$ cat config.mk
export PLATFORM = sky130hd
export DESIGN_NAME = status_led_effect_generator
export DESIGN_NICKNAME = d
export VERILOG_FILES = /design/src/sleg_pkg.sv /design/src/sleg_front.sv /design/src/sleg_queue.sv /design/src/sleg_back.sv /design/src/status_led_effect_generator.sv
export SDC_FILE = /design/constraint.sdc
export NUM_CORES = 1
export LEC_CHECK = 0
export ABC_AREA = 1
export BUFFER_PORTS_ARGS = -buffer_cell sky130_fd_sc_hd__buf_2
export CAP_MARGIN = 15
export CORE_ASPECT_RATIO = 2
export CORE_MARGIN = 3
export CORE_UTILIZATION = 58
export CTS_CLUSTER_SIZE = 28
export DETAILED_ROUTE_END_ITERATION = 16
export HOLD_SLACK_MARGIN = 0.1
export MAX_ROUTING_LAYER = met4
export PLACE_DENSITY = 0.75
export SETUP_SLACK_MARGIN = 0.1
export SYNTH_ARGS = -nofsm -noshare
export SYNTH_HDL_FRONTEND = slang
export SYNTH_SLANG_ARGS = --single-unit
$ cat constraint.sdc
create_clock -name clk_i -period 12.9 [get_ports clk_i]
set_input_delay 2.58 -clock clk_i [delete_from_list [all_inputs] [get_ports clk_i]]
set_output_delay 2.58 -clock clk_i [all_outputs]
set_load 0.005 [all_outputs]
$ cat src/sleg_pkg.sv
package sleg_pkg;

  localparam int unsigned TimeW   = 32;
  localparam int unsigned StatusW = 4;
  localparam int unsigned ColorW  = 8;
  localparam int unsigned IndexW  = 3;
  localparam int unsigned ChaseW  = 6;

  localparam int unsigned QueueDepth = 2;
  localparam int unsigned QueuePtrW  = $clog2(QueueDepth);
  localparam int unsigned QueueCntW  = $clog2(QueueDepth + 1);

  localparam logic OpTick      = 1'b0;
  localparam logic OpSetStatus = 1'b1;

  localparam logic [StatusW-1:0] StOff          = 4'd0;
  localparam logic [StatusW-1:0] StReady        = 4'd1;
  localparam logic [StatusW-1:0] StCreating     = 4'd2;
  localparam logic [StatusW-1:0] StRunning      = 4'd3;
  localparam logic [StatusW-1:0] StPausing      = 4'd4;
  localparam logic [StatusW-1:0] StResuming     = 4'd5;
  localparam logic [StatusW-1:0] StApproval     = 4'd6;
  localparam logic [StatusW-1:0] StWaiting      = 4'd7;
  localparam logic [StatusW-1:0] StPaused       = 4'd8;
  localparam logic [StatusW-1:0] StDone         = 4'd9;
  localparam logic [StatusW-1:0] StError        = 4'd10;

  localparam logic [TimeW-1:0] PeriodBreath   = 32'd30;
  localparam logic [TimeW-1:0] PeriodChase    = 32'd60;
  localparam logic [TimeW-1:0] PeriodApproval = 32'd400;
  localparam logic [TimeW-1:0] PeriodError    = 32'd180;

  // Paused double blink, phase within the 1600 ms period
  localparam logic [10:0] PauseOn1End   = 11'd120;
  localparam logic [10:0] PauseOn2Start = 11'd240;
  localparam logic [10:0] PauseOn2End   = 11'd360;

  typedef struct packed {
    logic                 operation;
    logic [TimeW-1:0]     now_ms;
    logic [StatusW-1:0]   status;
  } in_item_t;

  typedef struct packed {
    logic [IndexW-1:0]    led_index;
    logic [ColorW-1:0]    red;
    logic [ColorW-1:0]    green;
    logic [ColorW-1:0]    blue;
    logic                 last_led;
  } out_item_t;

  typedef struct packed {
    logic                 chase;
    logic [ChaseW-1:0]    lead;
    logic [ColorW-1:0]    red;
    logic [ColorW-1:0]    green;
    logic [ColorW-1:0]    blue;
  } frame_t;

  function automatic logic [7:0] tri_wave(logic [7:0] phase);
    return phase[7] ? {~phase[6:0], 1'b0} : {phase[6:0], 1'b0};
  endfunction

  // floor(x / 255), exact for x below 65280
  function automatic logic [7:0] div255(logic [15:0] x);
    logic [15:0] t;
    t = x + 16'd1 + {8'd0, x[15:8]};
    return t[15:8];
  endfunction

  function automatic logic [7:0] ready_level(logic [7:0] phase);
    logic [15:0] w;
    logic [15:0] prod;
    w    = {8'd0, tri_wave(phase)};
    prod = (w << 6) + (w << 5);
    return 8'd24 + div255(prod);
  endfunction

  function automatic logic [7:0] waiting_level(logic [7:0] phase);
    logic [15:0] w;
    logic [15:0] prod;
    w    = {8'd0, tri_wave(phase)};
    prod = (w << 6) + (w << 4) + (w << 1);
    return 8'd18 + div255(prod);
  endfunction

endpackage

$ cat src/sleg_front.sv
module sleg_front import sleg_pkg::*; #(
  parameter int unsigned LED_COUNT = 8
) (
  input  logic     clk_i,
  input  logic     rst_ni,
  input  logic     in_valid_i,
  output logic     in_ready_o,
  input  in_item_t in_item_i,
  output logic     frame_valid_o,
  input  logic     frame_ready_i,
  output frame_t   frame_o
);

  typedef struct packed {
    logic                 tick;
    logic                 clear;
    logic [StatusW-1:0]   status;
    logic [TimeW-1:0]     now;
    logic [7:0]           phase_r;
    logic [7:0]           phase_w;
    logic [11:0]          mod_sum;
    logic [5:0]           mod_low;
  } stage_t;

  localparam logic [ChaseW-1:0] ChaseLast = ChaseW'(LED_COUNT - 1);

  logic               a_valid_q;
  in_item_t           a_item_q;
  logic [StatusW-1:0] status_q;
  logic [TimeW-1:0]   start_q;

  logic               b_valid_q;
  stage_t             b_q;
  stage_t             b_d;
  logic [TimeW-1:0]   last_q, last_d;
  logic [ChaseW-1:0]  chase_q, chase_d;
  logic               blink_q, blink_d;

  logic               b_ready;
  logic               b_done;
  logic               a_move;
  logic               change;
  logic [TimeW-1:0]   elapsed;

  logic               emit;
  frame_t             frame;
  logic [TimeW-1:0]   since;
  logic               never;
  logic [10:0]        v;
  logic [21:0]        qprod;
  logic [5:0]         quot;
  logic [10:0]        rem;
  logic [10:0]        phase_p;
  logic               want;
  logic [ColorW-1:0]  lvl_r, lvl_w;

  assign in_ready_o = !a_valid_q || b_ready;
  assign a_move     = a_valid_q && b_ready;

  // Stage A: classify, own status and start time, reduce elapsed modulo 1600
  assign change  = (a_item_q.operation == OpSetStatus) && (a_item_q.status != status_q);
  assign elapsed = a_item_q.now_ms - start_q;

  always_comb begin
    b_d.tick    = (a_item_q.operation == OpTick);
    b_d.clear   = change;
    b_d.status  = status_q;
    b_d.now     = a_item_q.now_ms;
    b_d.phase_r = elapsed[10:3];
    b_d.phase_w = elapsed[11:4];
    // 1024 is -1 modulo 25; 1025 keeps the sum positive
    b_d.mod_sum = 12'({2'd0, elapsed[15:6]}) + 12'({6'd0, elapsed[31:26]}) + 12'd1025
                - 12'({2'd0, elapsed[25:16]});
    b_d.mod_low = elapsed[5:0];
  end

  always_ff @(posedge clk_i or negedge rst_ni) begin
    if (!rst_ni) begin
      a_valid_q <= 1'b0;
      b_valid_q <= 1'b0;
      status_q  <= StOff;
      start_q   <= '0;
      last_q    <= '0;
      chase_q   <= '0;
      blink_q   <= 1'b0;
    end else begin
      if (in_ready_o) begin
        a_valid_q <= in_valid_i;
      end
      if (b_ready) begin
        b_valid_q <= a_valid_q;
      end
      if (a_move && change) begin
        status_q <= a_item_q.status;
        start_q  <= a_item_q.now_ms;
      end
      if (b_done) begin
        last_q  <= last_d;
        chase_q <= chase_d;
        blink_q <= blink_d;
      end
    end
  end

  always_ff @(posedge clk_i) begin
    if (in_valid_i && in_ready_o) begin
      a_item_q <= in_item_i;
    end
    if (a_move) begin
      b_q <= b_d;
    end
  end

  // Stage B: finish the modulo, check timing, build the frame
  assign v     = 11'({1'b0, b_q.mod_sum[9:0]}) + 11'd25 - 11'({9'd0, b_q.mod_sum[11:10]});
  assign qprod = 22'(v) * 22'd2622;
  assign quot  = qprod[21:16];
  assign rem   = v - 11'(quot) * 11'd25;
  assign phase_p = {rem[4:0], b_q.mod_low};
  assign want  = (phase_p < PauseOn1End) ||
                 ((phase_p >= PauseOn2Start) && (phase_p < PauseOn2End));

  assign lvl_r = ready_level(b_q.phase_r);
  assign lvl_w = waiting_level(b_q.phase_w);

  assign since = b_q.now - last_q;
  assign never = (last_q == '0);

  always_comb begin
    emit        = 1'b0;
    frame.chase = 1'b0;
    frame.lead  = chase_q;
    frame.red   = '0;
    frame.green = '0;
    frame.blue  = '0;
    last_d      = last_q;
    chase_d     = chase_q;
    blink_d     = blink_q;
    if (b_q.clear) begin
      last_d  = '0;
      chase_d = '0;
      blink_d = 1'b0;
    end else if (b_q.tick) begin
      unique case (b_q.status)
        StReady: begin
          if (never || since >= PeriodBreath) begin
            emit        = 1'b1;
            last_d      = b_q.now;
            frame.green = lvl_r;
            frame.blue  = lvl_r + 8'd60;
          end
        end
        StWaiting: begin
          if (never || since >= PeriodBreath) begin
            emit        = 1'b1;
            last_d      = b_q.now;
            frame.red   = lvl_w;
            frame.blue  = lvl_w + 8'd80;
          end
        end
        StCreating, StRunning, StPausing, StResuming: begin
          if (never || since >= PeriodChase) begin
            emit        = 1'b1;
            last_d      = b_q.now;
            frame.chase = 1'b1;
            chase_d     = (chase_q == ChaseLast) ? '0 : chase_q + 1'b1;
          end
        end
        StApproval: begin
          if (never || since >= PeriodApproval) begin
            emit    = 1'b1;
            last_d  = b_q.now;
            blink_d = !blink_q;
            if (!blink_q) begin
              frame.red   = 8'd255;
              frame.green = 8'd100;
            end
          end
        end
        StError: begin
          if (never || since >= PeriodError) begin
            emit    = 1'b1;
            last_d  = b_q.now;
            blink_d = !blink_q;
            if (!blink_q) begin
              frame.red = 8'd255;
            end
          end
        end
        StPaused: begin
          if (never || want != blink_q) begin
            emit    = 1'b1;
            last_d  = b_q.now;
            blink_d = want;
            if (want) begin
              frame.red   = 8'd255;
              frame.green = 8'd160;
            end
          end
        end
        StDone: begin
          if (chase_q == '0) begin
            emit        = 1'b1;
            chase_d     = ChaseW'(1);
            frame.green = 8'd180;
            frame.blue  = 8'd40;
          end
        end
        default: begin
          emit = 1'b0;
        end
      endcase
    end
  end

  assign b_done        = b_valid_q && (!emit || frame_ready_i);
  assign b_ready       = !b_valid_q || b_done;
  assign frame_valid_o = b_valid_q && emit;
  assign frame_o       = frame;

endmodule

$ cat src/sleg_queue.sv
module sleg_queue import sleg_pkg::*; (
  input  logic   clk_i,
  input  logic   rst_ni,
  input  logic   push_valid_i,
  output logic   push_ready_o,
  input  frame_t push_data_i,
  output logic   pop_valid_o,
  input  logic   pop_ready_i,
  output frame_t pop_data_o
);

  frame_t                mem_q [QueueDepth];
  logic [QueuePtrW-1:0]  wr_q;
  logic [QueuePtrW-1:0]  rd_q;
  logic [QueueCntW-1:0]  cnt_q;
  logic                  push;
  logic                  pop;

  localparam logic [QueuePtrW-1:0] PtrLast = QueuePtrW'(QueueDepth - 1);

  assign push_ready_o = (cnt_q != QueueCntW'(QueueDepth));
  assign pop_valid_o  = (cnt_q != '0);
  assign pop_data_o   = mem_q[rd_q];
  assign push         = push_valid_i && push_ready_o;
  assign pop          = pop_valid_o && pop_ready_i;

  always_ff @(posedge clk_i or negedge rst_ni) begin
    if (!rst_ni) begin
      wr_q  <= '0;
      rd_q  <= '0;
      cnt_q <= '0;
    end else begin
      if (push) begin
        wr_q <= (wr_q == PtrLast) ? '0 : wr_q + 1'b1;
      end
      if (pop) begin
        rd_q <= (rd_q == PtrLast) ? '0 : rd_q + 1'b1;
      end
      if (push && !pop) begin
        cnt_q <= cnt_q + 1'b1;
      end else if (pop && !push) begin
        cnt_q <= cnt_q - 1'b1;
      end
    end
  end

  always_ff @(posedge clk_i) begin
    if (push) begin
      mem_q[wr_q] <= push_data_i;
    end
  end

endmodule

$ cat src/sleg_back.sv
module sleg_back import sleg_pkg::*; #(
  parameter int unsigned LED_COUNT = 8
) (
  input  logic      clk_i,
  input  logic      rst_ni,
  input  logic      frame_valid_i,
  output logic      frame_ready_o,
  input  frame_t    frame_i,
  output logic      out_valid_o,
  input  logic      out_ready_i,
  output out_item_t out_item_o
);

  localparam int unsigned IW = $clog2(LED_COUNT);
  localparam logic [IW-1:0] LastIdx = IW'(LED_COUNT - 1);

  logic [IW-1:0] idx_q;
  logic          out_valid_q;
  out_item_t     out_q, out_d;
  logic          out_free;
  logic          load;
  logic [IW-1:0] lead;
  logic [IW-1:0] behind1;
  logic [IW-1:0] behind2;

  assign out_free      = !out_valid_q || out_ready_i;
  assign load          = frame_valid_i && out_free;
  assign frame_ready_o = load && (idx_q == LastIdx);

  assign lead    = frame_i.lead[IW-1:0];
  assign behind1 = (lead == '0) ? LastIdx : lead - 1'b1;
  assign behind2 = (behind1 == '0) ? LastIdx : behind1 - 1'b1;

  always_comb begin
    out_d.led_index = IndexW'(idx_q);
    out_d.last_led  = (idx_q == LastIdx);
    out_d.red       = frame_i.red;
    out_d.green     = frame_i.green;
    out_d.blue      = frame_i.blue;
    if (frame_i.chase) begin
      priority if (idx_q == lead) begin
        out_d.red   = 8'd30;
        out_d.green = 8'd120;
        out_d.blue  = 8'd255;
      end else if (idx_q == behind1) begin
        out_d.red   = 8'd0;
        out_d.green = 8'd45;
        out_d.blue  = 8'd120;
      end else if (idx_q == behind2) begin
        out_d.red   = 8'd0;
        out_d.green = 8'd15;
        out_d.blue  = 8'd45;
      end else begin
        out_d.red   = 8'd0;
        out_d.green = 8'd0;
        out_d.blue  = 8'd0;
      end
    end
  end

  always_ff @(posedge clk_i or negedge rst_ni) begin
    if (!rst_ni) begin
      idx_q       <= '0;
      out_valid_q <= 1'b0;
    end else begin
      if (out_free) begin
        out_valid_q <= frame_valid_i;
      end
      if (load) begin
        idx_q <= (idx_q == LastIdx) ? '0 : idx_q + 1'b1;
      end
    end
  end

  always_ff @(posedge clk_i) begin
    if (load) begin
      out_q <= out_d;
    end
  end

  assign out_valid_o = out_valid_q;
  assign out_item_o  = out_q;

endmodule

$ cat src/status_led_effect_generator.sv
// Status LED effect generator for a ring of LED_COUNT RGB LEDs. Set-status and
// tick items enter at up to one per cycle; a two-stage front checks timing and
// keeps the effect state, and hands each due frame through a two-entry queue
// to the output sequencer, which sends LED_COUNT color items, one per cycle
// while the consumer is ready, with last_led on the final one. A tick that
// produces a frame thus yields LED_COUNT output items; ticks that produce
// nothing and set-status items yield none. A tick's first color item passes
// stage A, stage B, the queue and the output register, in that order.
module status_led_effect_generator import sleg_pkg::*; #(
  parameter int unsigned LED_COUNT = 8
) (
  input  logic      clk_i,
  input  logic      rst_ni,
  input  logic      in_valid_i,
  output logic      in_ready_o,
  input  in_item_t  in_item_i,
  output logic      out_valid_o,
  input  logic      out_ready_i,
  output out_item_t out_item_o
);

  logic   fq_valid;
  logic   fq_ready;
  frame_t fq_data;
  logic   qb_valid;
  logic   qb_ready;
  frame_t qb_data;

  sleg_front #(
    .LED_COUNT(LED_COUNT)
  ) u_front (
    .clk_i        (clk_i),
    .rst_ni       (rst_ni),
    .in_valid_i   (in_valid_i),
    .in_ready_o   (in_ready_o),
    .in_item_i    (in_item_i),
    .frame_valid_o(fq_valid),
    .frame_ready_i(fq_ready),
    .frame_o      (fq_data)
  );

  sleg_queue u_queue (
    .clk_i       (clk_i),
    .rst_ni      (rst_ni),
    .push_valid_i(fq_valid),
    .push_ready_o(fq_ready),
    .push_data_i (fq_data),
    .pop_valid_o (qb_valid),
    .pop_ready_i (qb_ready),
    .pop_data_o  (qb_data)
  );

  sleg_back #(
    .LED_COUNT(LED_COUNT)
  ) u_back (
    .clk_i        (clk_i),
    .rst_ni       (rst_ni),
    .frame_valid_i(qb_valid),
    .frame_ready_o(qb_ready),
    .frame_i      (qb_data),
    .out_valid_o  (out_valid_o),
    .out_ready_i  (out_ready_i),
    .out_item_o   (out_item_o)
  );

endmodule

==> metrics.txt <==
outcome finished, final reports clean; initial DRC count 732; Synth area leaders edfxtp_1 (26%), ha_1 (13%), nand2_1 (13%), dfrtp_1 (10%), inv_1 (8.6%); Hold Path Class flip-flop to flip-flop; hold_sp u_front.start_q[8]; Die H 275 um; Nets 3,010; post-synth top area share 0.262; Post-DP HPWL 45.4 mm; Most Used Layer, Global Route met2; asr flop ratio synth 0.317; Worst Max-Slew Pin Slew 1100 ps; Slew Limit Fails 0; CTS Sinks 268; met2 global-route usage 0.592; Num CTS Buffers 25; critical-path maximum fanout 7; io pins 71; Crit. End Element output pin; RSZ-0062 raised after global routing false; max-cap check violation count 0; critical path class flip-flop to output pin; std cell rows 97; Die W 140 um; total congestion overflow 0; final setup TNS 0 ps; Startpoint Class flip-flop; FMAX 83.0 MHz; Area growth syn-to-layout 7.98%; Synth Flop Type edfxtp_1; Synth area leader edfxtp_1; share of layout cells above drive strength 1 0.0684; first-pass GRT wire length 87.6 mm; syn avg cell area 7.94 um^2; CTS Root Cell clkbuf_16; Synth cell types 56; Crit path max-delay family adder cells; Post-Syn Nets 2,936; cell count of the worst hold path 2; slowest cell delay on critical path 790 ps; largest net degree at the start of global routing 64; number of cells on the worst reg-to-reg path 39; Critical Path AT 9480 ps; Routability Congestion 1.02; router iterations before antenna repair 5; Mapped Area 0.0210 mm^2; CTS tree done; number of flops mapped to enable cells by yosys 183; Core Box Area 0.0353 mm^2; Post-Syn Instances 2,640; worst reg2reg path startpoint u_front.b_q[17]; number of global-route vias before repair 17,800; Synthesis Warnings 0; skew final 27.6 ps; Total GRT Usage 0.293; I/O Buffers 70; initial core utilization 0.593; most used cell, CP nand2_1; drc violations 0; Ant. Diodes 0; die area 0.0386 mm^2; drt total wl 54.9 mm; slowest CP cell xor2_1; hold endpoint u_front.start_q[8]; relative slew slack 0.266; met1 usage 0.254; register area share after synthesis 0.364; crit share post-route 0.935; reg-to-reg slack, setup 2600 ps; # setup viols final 0; Buf/Inv on CP 5; H-tree Lvls 1; Detail Route Antenna Nets 0; Skew-Pair Late Insertion Delay 580 ps; vias per cell 5.44; Hold Vio Cnt, Final 0; Routed wire per std cell 17.3 um; Worst-path clk slew 60 ps; Synth top cells by count nand2_1 (719), inv_1 (482), ha_1 (216), nor2_1 (200), edfxtp_1 (183); most common cell in the netlist nand2_1; CTS Buffer Depth 3; Crit Reg-Reg Endpoint u_front.b_q[13]; initial antenna violation count 0; grt met3 use 0.0261; vias 17,300; Worst Path Required 10,320 ps; Final min period 12,060 ps; Yosys reg bits 268
registers in the layout (all words and copies together) (netlist names):
signal,flops
u_front.a_valid_q,1
u_front.start_q,32
u_back.out_valid_o,1
u_back.idx_q,3
u_front.b_q,62
u_front.blink_q,1
u_queue.wr_q,1
u_queue.rd_q,1
u_front.a_item_q,37
u_front.status_q,4
u_front.b_valid_q,1
u_back.out_item_o,28
u_front.last_q,32
u_queue.mem_q,56
u_front.chase_q,6
u_queue.cnt_q,2
layout by cell type, fill, tap and decap left out, types with 25 or more instances in the layout:
master,count
xnor2_1,42
buf_2,69
nand2_1,719
o21ai_0,68
nand3_1,129
ha_1,216
clkbuf_16,25
edfxtp_1,183
fa_1,39
inv_1,481
xor2_1,66
dfrtp_1,85
nor3_1,27
nor2_1,197
nand4_1,74
a21oi_1,114
stage by stage:
stage | util | setup slack [ps] | cells | instance area, um^2 | hold slack, ps
finish | 0.641 | 845 | 3177 | 22600 | 472
global route | 0.641 | 127 | 3177 | 22600 | 491
CTS | 0.639 | 272 | 3174 | 22600 | 474
detailed placement | 0.617 | 880 | 3129 | 21800 | 458
global placement | 0.617 | 1080 | 3129 | 21800 | 453
floorplan | - | 2230 | 2640 | 21000 | 442
layer usage:
| metal | part of all wire | routed length, um | vias to the layer above |
|---|---|---|---|
| met2 | 0.57 | 31600 | 429 |
| met4 | 0.072 | 3930 | 0 |
| li1 | - | - | 8618 |
| met5 | 0 | 0 | - |
| met1 | 0.32 | 17800 | 8072 |
| met3 | 0.030 | 1630 | 166 |
worst min-delay path, delay by kind of cell (launching register included):
kind	cells	cell delay (ps)
flip-flops	1	340
AND/OR/NAND/NOR	2	100
area by class of cell:
| cell class | instances | area (um^2) |
|---|---|---|
| Tap cell | 445 | 557 |
| Sequential cell | 268 | 7620 |
| Timing Repair Buffer | 86 | 473 |
| Inverter | 495 | 1860 |
| Clock inverter | 18 | 158 |
| Clock buffer | 27 | 633 |
| Multi-Input combinational cell | 1838 | 11300 |
| Fill cell | 3111 | 12700 |
cells by family (layout without fill, tap and decap cells):
kind of cell	count (synthesis)	count (layout)	share of synthesized area
and+or+nand+nor	1196	1196	0.241
muxes	10	10	0.00478
buffers and inverters	534	626	0.0985
other	1	1	0.000179
AOI/OAI and AO/OA	249	249	0.0661
adders and majority gates	255	255	0.166
xor gates and xnor gates	127	127	0.0597
DFF	268	268	0.364
worst max-delay path by stage:
stage	endpoint	cells after the start	slack (ps)	startpoint
6_report	in_ready_o	39	840	u_front.b_q[17]
5_1_grt	in_ready_o	53	130	u_front.b_q[7]
4_1_cts	in_ready_o	44	270	u_front.b_q[17]
3_5_place_dp	in_ready_o	44	880	u_front.b_q[17]
3_3_place_gp	in_ready_o	45	1080	u_front.b_q[17]
2_1_floorplan	in_ready_o	44	2230	u_front.b_q[17]
timing repair:
action	in CTS	in global routing
hold buffers	0	0
resized for setup	0	4
setup buffers	0	3
endpoints found under the setup margin	0	1
Power is left out: the tool's default activity adds up to more than one toggle a clock period on the data nets, which glitch-free logic cannot reach.
